$ cat src/rtl/rgfs_pkg.sv
// Package for the ranged stereo gain and fade block.
// Holds the widths, register codes, mode codes and word types that all files share.
// Depends on nothing.
package rgfs_pkg;

    // Field widths
    localparam int IDX_W    = 32;
    localparam int SAMPLE_W = 16;
    localparam int NORM_W   = 22;
    localparam int DATA_W   = 32;
    localparam int ADDR_W   = 5;

    // Gain format: unsigned, six integer bits plus the fraction
    localparam int GAIN_FRAC_BITS = 16;
    localparam int GAIN_W         = GAIN_FRAC_BITS + 6;
    localparam int CMP_W          = (NORM_W > GAIN_W) ? NORM_W : GAIN_W;

    localparam logic [GAIN_W-1:0] GAIN_ONE = GAIN_W'(1) << GAIN_FRAC_BITS;
    localparam logic [GAIN_W-1:0] GAIN_MAX = GAIN_W'(32) << GAIN_FRAC_BITS;

    // Product and rounding widths
    localparam int PROD_W = SAMPLE_W + GAIN_W + 1;
    localparam int RND_W  = PROD_W - GAIN_FRAC_BITS + 1;

    localparam logic [GAIN_FRAC_BITS-1:0] RND_HALF = {1'b1, {(GAIN_FRAC_BITS-1){1'b0}}};
    localparam logic [RND_W-1:0] SAT_POS_MAG = RND_W'((1 << (SAMPLE_W-1)) - 1);
    localparam logic [RND_W-1:0] SAT_NEG_MAG = RND_W'(1 << (SAMPLE_W-1));
    localparam logic signed [SAMPLE_W-1:0] SAMPLE_MAX = {1'b0, {(SAMPLE_W-1){1'b1}}};
    localparam logic signed [SAMPLE_W-1:0] SAMPLE_MIN = {1'b1, {(SAMPLE_W-1){1'b0}}};

    // Processing modes
    typedef enum logic [1:0] {
        MODE_FLAT     = 2'd0,
        MODE_NORM     = 2'd1,
        MODE_FADE_IN  = 2'd2,
        MODE_FADE_OUT = 2'd3
    } mode_t;

    // Register indexes on the configuration port
    typedef enum logic [ADDR_W-3:0] {
        REG_MODE  = 3'd0,
        REG_START = 3'd1,
        REG_END   = 3'd2,
        REG_GAIN  = 3'd3,
        REG_FADE  = 3'd4
    } reg_idx_t;

    // Configuration registers as seen by the datapath
    typedef struct packed {
        mode_t              mode;
        logic [IDX_W-1:0]   range_start;
        logic [IDX_W-1:0]   range_end;
        logic [NORM_W-1:0]  norm_gain;
        logic [IDX_W-1:0]   fade_length;
    } cfg_t;

    // Samples with the gain that applies to them
    typedef struct packed {
        logic signed [SAMPLE_W-1:0] left;
        logic signed [SAMPLE_W-1:0] right;
        logic [GAIN_W-1:0]          gain;
    } side_t;

    // Word travelling through the fade divider
    typedef struct packed {
        side_t                     side;
        logic                      ramp;
        logic [IDX_W-1:0]          rem;
        logic [GAIN_FRAC_BITS-1:0] quot;
    } div_word_t;

endpackage

$ cat src/rtl/ranged_gain_fade_stereo_top.sv
// Ranged stereo gain and fade stage: top level.
// Pipeline depth: GAIN_FRAC_BITS + 6 register stages, with the gain in Q6.16.
// Throughput: one word per cycle while the output is not stalled; the fade divider is
// pipelined one quotient bit per stage.
// A stalled output holds only the stages behind it that are full; empty stages still fill.
// Reset clears every valid bit and loads the registers with their reset values.
// Depends on rgfs_pkg, rgfs_cfg, rgfs_front, rgfs_div and rgfs_scale.
module ranged_gain_fade_stereo_top (
    input  logic                                 clk,
    input  logic                                 rst_n,
    input  logic                                 psel,
    input  logic                                 penable,
    input  logic                                 pwrite,
    input  logic [rgfs_pkg::ADDR_W-1:0]          paddr,
    input  logic [rgfs_pkg::DATA_W-1:0]          pwdata,
    output logic [rgfs_pkg::DATA_W-1:0]          prdata,
    output logic                                 pready,
    input  logic                                 in_valid,
    output logic                                 in_stall,
    input  logic [rgfs_pkg::IDX_W-1:0]           frame_index,
    input  logic signed [rgfs_pkg::SAMPLE_W-1:0] left_in,
    input  logic signed [rgfs_pkg::SAMPLE_W-1:0] right_in,
    output logic                                 out_valid,
    input  logic                                 out_stall,
    output logic signed [rgfs_pkg::SAMPLE_W-1:0] left_out,
    output logic signed [rgfs_pkg::SAMPLE_W-1:0] right_out
);
    import rgfs_pkg::*;

    cfg_t      cfg;
    logic      front_ready;
    logic      front_valid;
    div_word_t front_word;
    logic      div_ready;
    logic      div_valid;
    side_t     div_word;
    logic      scale_ready;

    assign in_stall = !front_ready;

    // Configuration registers
    rgfs_cfg u_cfg (
        .clk     (clk),
        .rst_n   (rst_n),
        .psel    (psel),
        .penable (penable),
        .pwrite  (pwrite),
        .paddr   (paddr),
        .pwdata  (pwdata),
        .prdata  (prdata),
        .pready  (pready),
        .cfg     (cfg)
    );

    // Range check and gain selection
    rgfs_front u_front (
        .clk         (clk),
        .rst_n       (rst_n),
        .cfg         (cfg),
        .in_valid    (in_valid),
        .in_ready    (front_ready),
        .frame_index (frame_index),
        .left_in     (left_in),
        .right_in    (right_in),
        .out_valid   (front_valid),
        .out_word    (front_word),
        .out_ready   (div_ready)
    );

    // Fade factor division
    rgfs_div u_div (
        .clk         (clk),
        .rst_n       (rst_n),
        .fade_length (cfg.fade_length),
        .in_valid    (front_valid),
        .in_ready    (div_ready),
        .in_word     (front_word),
        .out_valid   (div_valid),
        .out_word    (div_word),
        .out_ready   (scale_ready)
    );

    // Multiply, round and saturate
    rgfs_scale u_scale (
        .clk       (clk),
        .rst_n     (rst_n),
        .in_valid  (div_valid),
        .in_ready  (scale_ready),
        .in_word   (div_word),
        .out_valid (out_valid),
        .out_stall (out_stall),
        .left_out  (left_out),
        .right_out (right_out)
    );

endmodule

$ cat src/rtl/rgfs_cfg.sv
// Configuration register file on an APB-style port.
// Depends on rgfs_pkg for the register codes and the configuration type.
module rgfs_cfg (
    input  logic                         clk,
    input  logic                         rst_n,
    input  logic                         psel,
    input  logic                         penable,
    input  logic                         pwrite,
    input  logic [rgfs_pkg::ADDR_W-1:0]  paddr,
    input  logic [rgfs_pkg::DATA_W-1:0]  pwdata,
    output logic [rgfs_pkg::DATA_W-1:0]  prdata,
    output logic                         pready,
    output rgfs_pkg::cfg_t               cfg
);
    import rgfs_pkg::*;

    cfg_t     cfg_reg;
    reg_idx_t reg_idx;
    logic     wr_en;

    assign pready  = 1'b1;
    assign reg_idx = reg_idx_t'(paddr[ADDR_W-1:2]);
    assign wr_en   = psel && penable && pwrite;
    assign cfg     = cfg_reg;

    // Register writes in the access cycle
    always_ff @(posedge clk or negedge rst_n)
    begin
        if (!rst_n)
        begin
            cfg_reg.mode        <= MODE_FLAT;
            cfg_reg.range_start <= '0;
            cfg_reg.range_end   <= '0;
            cfg_reg.norm_gain   <= NORM_W'(GAIN_ONE);
            cfg_reg.fade_length <= '0;
        end
        else if (wr_en)
        begin
            unique case (reg_idx)
                REG_MODE:  cfg_reg.mode        <= mode_t'(pwdata[1:0]);
                REG_START: cfg_reg.range_start <= pwdata[IDX_W-1:0];
                REG_END:   cfg_reg.range_end   <= pwdata[IDX_W-1:0];
                REG_GAIN:  cfg_reg.norm_gain   <= pwdata[NORM_W-1:0];
                REG_FADE:  cfg_reg.fade_length <= pwdata[IDX_W-1:0];
                default:   ;
            endcase
        end
    end

    // Read back
    always_comb
    begin
        unique case (reg_idx)
            REG_MODE:  prdata = DATA_W'(cfg_reg.mode);
            REG_START: prdata = DATA_W'(cfg_reg.range_start);
            REG_END:   prdata = DATA_W'(cfg_reg.range_end);
            REG_GAIN:  prdata = DATA_W'(cfg_reg.norm_gain);
            REG_FADE:  prdata = DATA_W'(cfg_reg.fade_length);
            default:   prdata = '0;
        endcase
    end

endmodule

$ cat src/rtl/rgfs_front.sv
// Front end: range check, ramp position and gain selection over two stages.
// Depends on rgfs_pkg for the configuration and divider word types.
module rgfs_front (
    input  logic                                clk,
    input  logic                                rst_n,
    input  rgfs_pkg::cfg_t                      cfg,
    input  logic                                in_valid,
    output logic                                in_ready,
    input  logic [rgfs_pkg::IDX_W-1:0]          frame_index,
    input  logic signed [rgfs_pkg::SAMPLE_W-1:0] left_in,
    input  logic signed [rgfs_pkg::SAMPLE_W-1:0] right_in,
    output logic                                out_valid,
    output rgfs_pkg::div_word_t                 out_word,
    input  logic                                out_ready
);
    import rgfs_pkg::*;

    logic                        s1_valid_reg;
    mode_t                       s1_mode_reg;
    mode_t                       s1_mode_next;
    logic [IDX_W-1:0]            s1_k_reg;
    logic [IDX_W-1:0]            s1_k_next;
    logic signed [SAMPLE_W-1:0]  s1_left_reg;
    logic signed [SAMPLE_W-1:0]  s1_right_reg;
    logic                        s2_valid_reg;
    div_word_t                   s2_word_reg;
    div_word_t                   s2_word_next;
    logic                        in_range;
    logic                        adv1;
    logic                        adv2;

    // A stage loads when it is empty or its content moves on
    assign adv2      = !s2_valid_reg || out_ready;
    assign adv1      = !s1_valid_reg || adv2;
    assign in_ready  = adv1;
    assign out_valid = s2_valid_reg;
    assign out_word  = s2_word_reg;

    // Stage one: range test and ramp position. Frames outside the range act as flat.
    always_comb
    begin
        in_range     = (frame_index >= cfg.range_start) && (frame_index < cfg.range_end);
        s1_mode_next = in_range ? cfg.mode : MODE_FLAT;
        // Fade-out counts back from the last frame: end - 1 - index
        if (cfg.mode == MODE_FADE_IN)
            s1_k_next = frame_index - cfg.range_start;
        else
            s1_k_next = cfg.range_end + ~frame_index;
    end

    always_ff @(posedge clk or negedge rst_n)
    begin
        if (!rst_n)
            s1_valid_reg <= 1'b0;
        else if (adv1)
            s1_valid_reg <= in_valid;
    end

    always_ff @(posedge clk)
    begin
        if (adv1 && in_valid)
        begin
            s1_mode_reg  <= s1_mode_next;
            s1_k_reg     <= s1_k_next;
            s1_left_reg  <= left_in;
            s1_right_reg <= right_in;
        end
    end

    // Stage two: pick a fixed gain, or mark the word for the ramp division
    always_comb
    begin
        s2_word_next.side.left  = s1_left_reg;
        s2_word_next.side.right = s1_right_reg;
        s2_word_next.side.gain  = GAIN_ONE;
        s2_word_next.ramp       = 1'b0;
        s2_word_next.rem        = s1_k_reg;
        s2_word_next.quot       = '0;
        case (s1_mode_reg) inside
            MODE_NORM:
            begin
                if (CMP_W'(cfg.norm_gain) > CMP_W'(GAIN_MAX))
                    s2_word_next.side.gain = GAIN_MAX;
                else
                    s2_word_next.side.gain = GAIN_W'(cfg.norm_gain);
            end
            MODE_FADE_IN, MODE_FADE_OUT:
            begin
                // Beyond the ramp, or with no ramp at all, the gain stays at one
                s2_word_next.ramp = (s1_k_reg < cfg.fade_length);
            end
            default: ;
        endcase
    end

    always_ff @(posedge clk or negedge rst_n)
    begin
        if (!rst_n)
            s2_valid_reg <= 1'b0;
        else if (adv2)
            s2_valid_reg <= s1_valid_reg;
    end

    always_ff @(posedge clk)
    begin
        if (adv2 && s1_valid_reg)
            s2_word_reg <= s2_word_next;
    end

endmodule

$ cat src/rtl/rgfs_div.sv
// Pipelined restoring divider for the fade factor, one quotient bit per stage.
// Depends on rgfs_pkg for the divider word and gain types.
module rgfs_div (
    input  logic                      clk,
    input  logic                      rst_n,
    input  logic [rgfs_pkg::IDX_W-1:0] fade_length,
    input  logic                      in_valid,
    output logic                      in_ready,
    input  rgfs_pkg::div_word_t       in_word,
    output logic                      out_valid,
    output rgfs_pkg::side_t           out_word,
    input  logic                      out_ready
);
    import rgfs_pkg::*;

    localparam int NSTAGE = GAIN_FRAC_BITS;

    logic      valid_reg [NSTAGE];
    div_word_t word_reg  [NSTAGE];
    logic      stage_valid [NSTAGE];
    div_word_t stage_word  [NSTAGE];
    logic      adv [NSTAGE+1];

    assign adv[NSTAGE] = out_ready;
    assign in_ready    = adv[0];

    // Each stage doubles the partial remainder and takes off the fade length if it fits.
    // The remainder starts at k, which is below the fade length for ramp words.
    for (genvar i = 0; i < NSTAGE; i++)
    begin : g_stage
        logic [IDX_W:0] rem_dbl;
        logic [IDX_W:0] diff;
        div_word_t      word_next;

        if (i == 0)
        begin : g_first
            assign stage_valid[i] = in_valid;
            assign stage_word[i]  = in_word;
        end
        else
        begin : g_rest
            assign stage_valid[i] = valid_reg[i-1];
            assign stage_word[i]  = word_reg[i-1];
        end

        assign adv[i] = !valid_reg[i] || adv[i+1];

        always_comb
        begin
            rem_dbl   = {stage_word[i].rem, 1'b0};
            diff      = rem_dbl - {1'b0, fade_length};
            word_next = stage_word[i];
            if (!diff[IDX_W])
            begin
                word_next.rem  = diff[IDX_W-1:0];
                word_next.quot = {stage_word[i].quot[GAIN_FRAC_BITS-2:0], 1'b1};
            end
            else
            begin
                word_next.rem  = rem_dbl[IDX_W-1:0];
                word_next.quot = {stage_word[i].quot[GAIN_FRAC_BITS-2:0], 1'b0};
            end
        end

        always_ff @(posedge clk or negedge rst_n)
        begin
            if (!rst_n)
                valid_reg[i] <= 1'b0;
            else if (adv[i])
                valid_reg[i] <= stage_valid[i];
        end

        always_ff @(posedge clk)
        begin
            if (adv[i] && stage_valid[i])
                word_reg[i] <= word_next;
        end
    end

    // Ramp words take the quotient as their gain
    always_comb
    begin
        out_word = word_reg[NSTAGE-1].side;
        if (word_reg[NSTAGE-1].ramp)
            out_word.gain = GAIN_W'(word_reg[NSTAGE-1].quot);
    end

    assign out_valid = valid_reg[NSTAGE-1];

endmodule

$ cat src/rtl/rgfs_scale.sv
// Scaling back end: multiply, magnitude, round half to even, saturate; four stages.
// Depends on rgfs_pkg for the widths, limits and the sample word type.
module rgfs_scale (
    input  logic                                 clk,
    input  logic                                 rst_n,
    input  logic                                 in_valid,
    output logic                                 in_ready,
    input  rgfs_pkg::side_t                      in_word,
    output logic                                 out_valid,
    input  logic                                 out_stall,
    output logic signed [rgfs_pkg::SAMPLE_W-1:0] left_out,
    output logic signed [rgfs_pkg::SAMPLE_W-1:0] right_out
);
    import rgfs_pkg::*;

    localparam int NLANE = 2;

    logic                        m_valid_reg;
    logic signed [PROD_W-1:0]    m_prod_reg [NLANE];
    logic signed [PROD_W-1:0]    m_prod_next [NLANE];
    logic                        a_valid_reg;
    logic                        a_neg_reg [NLANE];
    logic [PROD_W-1:0]           a_mag_reg [NLANE];
    logic [PROD_W-1:0]           a_mag_next [NLANE];
    logic                        b_valid_reg;
    logic                        b_neg_reg [NLANE];
    logic [RND_W-1:0]            b_q_reg [NLANE];
    logic [RND_W-1:0]            b_q_next [NLANE];
    logic                        r_valid_reg;
    logic signed [SAMPLE_W-1:0]  r_sample_reg [NLANE];
    logic signed [SAMPLE_W-1:0]  r_sample_next [NLANE];
    logic signed [SAMPLE_W-1:0]  lane_in [NLANE];
    logic [GAIN_FRAC_BITS-1:0]   frac [NLANE];
    logic                        round_up [NLANE];
    logic                        adv_m;
    logic                        adv_a;
    logic                        adv_b;
    logic                        adv_r;

    assign adv_r     = !r_valid_reg || !out_stall;
    assign adv_b     = !b_valid_reg || adv_r;
    assign adv_a     = !a_valid_reg || adv_b;
    assign adv_m     = !m_valid_reg || adv_a;
    assign in_ready  = adv_m;
    assign out_valid = r_valid_reg;
    assign left_out  = r_sample_reg[0];
    assign right_out = r_sample_reg[1];

    assign lane_in[0] = in_word.left;
    assign lane_in[1] = in_word.right;

    // Per-lane arithmetic; the lanes are independent
    always_comb
    begin
        for (int n = 0; n < NLANE; n++)
        begin
            // Signed sample times unsigned gain
            m_prod_next[n] = PROD_W'($signed(lane_in[n])) * $signed(PROD_W'(in_word.gain));

            // Magnitude of the product
            if (m_prod_reg[n][PROD_W-1])
                a_mag_next[n] = PROD_W'(-m_prod_reg[n]);
            else
                a_mag_next[n] = PROD_W'(m_prod_reg[n]);

            // Round to nearest, ties to even
            frac[n]     = a_mag_reg[n][GAIN_FRAC_BITS-1:0];
            round_up[n] = (frac[n] > RND_HALF) ||
                          ((frac[n] == RND_HALF) && a_mag_reg[n][GAIN_FRAC_BITS]);
            b_q_next[n] = RND_W'(a_mag_reg[n][PROD_W-1:GAIN_FRAC_BITS]) + RND_W'(round_up[n]);

            // Saturate to the sample range and restore the sign
            if (b_neg_reg[n])
            begin
                if (b_q_reg[n] > SAT_NEG_MAG)
                    r_sample_next[n] = SAMPLE_MIN;
                else
                    r_sample_next[n] = -$signed(b_q_reg[n][SAMPLE_W-1:0]);
            end
            else
            begin
                if (b_q_reg[n] > SAT_POS_MAG)
                    r_sample_next[n] = SAMPLE_MAX;
                else
                    r_sample_next[n] = $signed(b_q_reg[n][SAMPLE_W-1:0]);
            end
        end
    end

    // Valid bits of the four stages
    always_ff @(posedge clk or negedge rst_n)
    begin
        if (!rst_n)
        begin
            m_valid_reg <= 1'b0;
            a_valid_reg <= 1'b0;
            b_valid_reg <= 1'b0;
            r_valid_reg <= 1'b0;
        end
        else
        begin
            if (adv_m)
                m_valid_reg <= in_valid;
            if (adv_a)
                a_valid_reg <= m_valid_reg;
            if (adv_b)
                b_valid_reg <= a_valid_reg;
            if (adv_r)
                r_valid_reg <= b_valid_reg;
        end
    end

    // Stage data
    always_ff @(posedge clk)
    begin
        for (int n = 0; n < NLANE; n++)
        begin
            if (adv_m && in_valid)
                m_prod_reg[n] <= m_prod_next[n];
            if (adv_a && m_valid_reg)
            begin
                a_neg_reg[n] <= m_prod_reg[n][PROD_W-1];
                a_mag_reg[n] <= a_mag_next[n];
            end
            if (adv_b && a_valid_reg)
            begin
                b_neg_reg[n] <= a_neg_reg[n];
                b_q_reg[n]   <= b_q_next[n];
            end
            if (adv_r && b_valid_reg)
                r_sample_reg[n] <= r_sample_next[n];
        end
    end

endmodule

$ cat config.mk
export PLATFORM = sky130hd
export DESIGN_NAME = ranged_gain_fade_stereo_top
export DESIGN_NICKNAME = d
export VERILOG_FILES = /design/src/rtl/rgfs_pkg.sv /design/src/rtl/ranged_gain_fade_stereo_top.sv /design/src/rtl/rgfs_cfg.sv /design/src/rtl/rgfs_front.sv /design/src/rtl/rgfs_div.sv /design/src/rtl/rgfs_scale.sv
export SDC_FILE = /design/constraint.sdc
export NUM_CORES = 2
export LEC_CHECK = 0
export BUFFER_PORTS_ARGS = -buffer_cell sky130_fd_sc_hd__clkbuf_2
export CAP_MARGIN = 40
export CORE_MARGIN = 3
export CORE_UTILIZATION = 50
export CTS_CLUSTER_DIAMETER = 120
export CTS_CLUSTER_SIZE = 28
export DETAILED_ROUTE_END_ITERATION = 16
export PLACE_DENSITY = 0.75
export SLEW_MARGIN = 10
export SYNTH_ARGS = -nofsm -noshare
export SYNTH_HDL_FRONTEND = slang
export SYNTH_SLANG_ARGS = --single-unit
$ cat constraint.sdc
create_clock -name clk -period 12.45 [get_ports clk]
set_input_delay 2.49 -clock clk [delete_from_list [all_inputs] [get_ports clk]]
set_output_delay 2.49 -clock clk [all_outputs]
set_load 0.03 [all_outputs]
==> impl_metrics.yaml <==
worst_setup_path:
  cp.arrival_ns: 5.86
  crit_path_start_kind: "input pin"
  critPathRequiredTime_ns: 9.96
  critPathKind: "input pin to primary output"
  worst_setup_path_end_kind: "primary output"
  critical-path-max-stage-delay_ns: 0.70
  crit_path_cell_trace: "clkbuf_2 -> nand4_1 -> nor2_1 -> nand4_1 -> nor3_1 -> buf_4 -> nand2_1 -> nor2_1 -> nand4_1 -> inv_1 -> nand2_1 -> inv_1 -> clkbuf_2"
  critPathMaxFanout: 6
  path_buf_inv: 5
  crit_path_frequent_cell: "nand4_1"
  cp_top_family: "simple AND/OR/NAND/NOR gates"
  slowest_stage: "nor2_1"
cells_and_area:
  syn_to_final_growth_pct: 7.06
  mostFrequentLayoutCell: "edfxtp_1"
  utilization_pct: 53.9
  drive_gt1_share_pct: 9.27
  nets: 12100
  final_cell_mix: "edfxtp_1 (1889), inv_1 (1033), ha_1 (898)"
  multiInputGateArea_sq_um: 59100
  num-fill-cells: 20300
  largest_reg_flops: 1496
  regArea_sq_um: 60300
sta:
  finalSetupViolations: 0
  slew_headroom_pct: 32.6
  final.period_utilization_pct: 67.1
  finalSetupTns_ns: 0
  grt_setup_unrepaired: "no"
  max_freq_mhz: 120
  finClkSkew_ns: 0.0976
  fin_crit_ns: 8.35
  tightest_slew_ns: 1.01
  drv_slew: 0
  hold_viol_final: 0
clocking:
  htreeDepth: 3
  cts_resized: 0
  cts_setup_buffers: 0
  postCtsHoldBufs: 0
  clockBufferDepth: 3
  cts_buffers: 87
  clock-root-buffer: "clkbuf_16"
  cts_tree: "yes"
  path_clk_slew_ns: 0.12
  insertion_delay_ns: 0.82
  clkSinkCount: 2031
placement:
  port_buffers: 171
  routabilityCongestion: 0.943
  dp_hpwl_um: 208000
run_status:
  status: "finished, final reports clean"
grt:
  grt_first_pass_wirelength_um: 438000
  grt_max_degree: 73
  grt.met3_usage_pct: 2.85
  use_met2_pct: 36.7
  antenna_found_initial: 19
  gr-total-overflow: 0
  grt_use_met1_pct: 27.4
  grt-busiest-layer: "met2"
  grt_use_total_pct: 21.3
  grt_pass1_vias: 82000
logic_synthesis:
  syn_avg_cell_area_sq_um: 11.9
  ys_top_cells_by_area: "edfxtp_1 (46%), fa_1 (9.3%), ha_1 (9.1%), mux2_2 (3.9%), inv_1 (3.1%)"
  synth_enable_flop_cells: 1889
  synthArstFlopShare_pct: 6.99
  synth_ff_type: "edfxtp_1"
  synth-seq-cells: 2031
  synth_top_area_share_pct: 45.8
  postSynthCellCount: 10400
  ys_warn_count: 0
  synth_fp_nets: 12000
  synth_top_cell_by_area: "edfxtp_1"
  synthDistinctLibCells: 87
  synth_area_sq_um: 124000
  synth_seq_area_share_pct: 48.6
route:
  drc: 0
  drt-initial-drc-count: 5978
  num_vias: 79800
  drt-pass1-iter-count: 6
  ant_nets: 0
  viasPerCell: 5.72
  post_drt_wl_per_cell_um: 19.8
  routed_wl_um: 276000
floorplan:
  fp-row-count: 182
  io_pins: 175
  die_h_um: 504
  fp.dieW_um: 504
  coreArea_sq_um: 246000
  die-area_sq_um: 254000
  initial_utilization_pct: 50.3
job:
  drv_cap: 0
worst_hold_path:
  hp-class: "register to register"
[kinds of logic after synthesis]
group	Yosys count	synth area share, %
muxes	472	4.25
buffers and inverters	1321	4.02
other	1	0.00302
and+or+nand+nor	2448	9.70
AOI/OAI and AO/OA	2073	10.7
DFF	2031	48.6
xor gates and xnor gates	623	4.40
adders and majority gates	1471	18.3
[synthesized netlist by cell type, types with 24 or more instances]
master	number
o311ai_0	27
dfrtp_1	141
nand4_1	65
a21o_1	258
nor4_1	32
mux2i_1	41
o22ai_1	27
o41ai_1	26
or2_2	32
edfxtp_1	1889
and3_1	85
nor2_1	442
a31oi_1	68
inv_1	1033
o31ai_1	69
xnor2_1	432
ha_1	898
o221ai_1	24
mux2_2	431
a22oi_1	31
nand3_1	130
nand2_1	816
fa_1	573
a21boi_0	26
o21bai_1	53
or3_1	60
xor2_1	191
a211oi_1	71
nor3_1	112
and2_1	352
nand2b_1	131
o21ai_0	506
nor2b_1	110
clkbuf_1	267
a21oi_1	532
o31a_1	30
o21a_1	115
o211ai_1	36
[stage by stage]
stage / setup WS [ns] / hold WS [ns] / cell area [sq um] / cells
5_1_grt: 3.75 / 0.391 / 133000 / 13900
3_5_place_dp: 4.19 / 0.405 / 130000 / 13800
2_1_floorplan: 1.66 / 0.400 / 124000 / 10400
4_1_cts: 4.17 / 0.373 / 133000 / 13900
6_report: 4.10 / 0.370 / 133000 / 13900
3_3_place_gp: 4.00 / 0.401 / 129000 / 13700
[final timing paths]
check	slack (ns)	cells past startpoint	endpoint	startpoint
min in group asynchronous	1.48	1	u_cfg.cfg[73]	rst_n
setup reg to reg	4.25	23	u_scale.m_prod_reg[0][77]	u_div.word_reg[1][769]
hold / removal	0.37	0	u_div.word_reg[0][157]	u_div.word_reg[0][54]
setup / recovery	4.10	13	in_stall	out_stall
hold reg to reg	0.37	0	u_div.word_reg[0][157]	u_div.word_reg[0][54]
max in group asynchronous	9.91	2	u_cfg.cfg[18]	rst_n
[layout make-up]
class / count / share of cell area [%]
tap: 3312 / 3.12
sequential: 2031 / 45.4
clock buffer: 112 / 1.73
timing repair buffer: 324 / 2.00
clock inverter: 20 / 0.287
antenna: 15 / 0.0283
inverter: 1036 / 2.93
multi-input combinational: 7088 / 44.5
[routing by layer]
layer | routed length (um) | share of wire [%]
met5 | 0 | 0
met4 | 10800 | 3.9
met1 | 116000 | 42
met3 | 15200 | 5.5
met2 | 134000 | 49
Power is not shown: default switching activity piles up to over one toggle a cycle in this logic, so the estimate is an artifact.
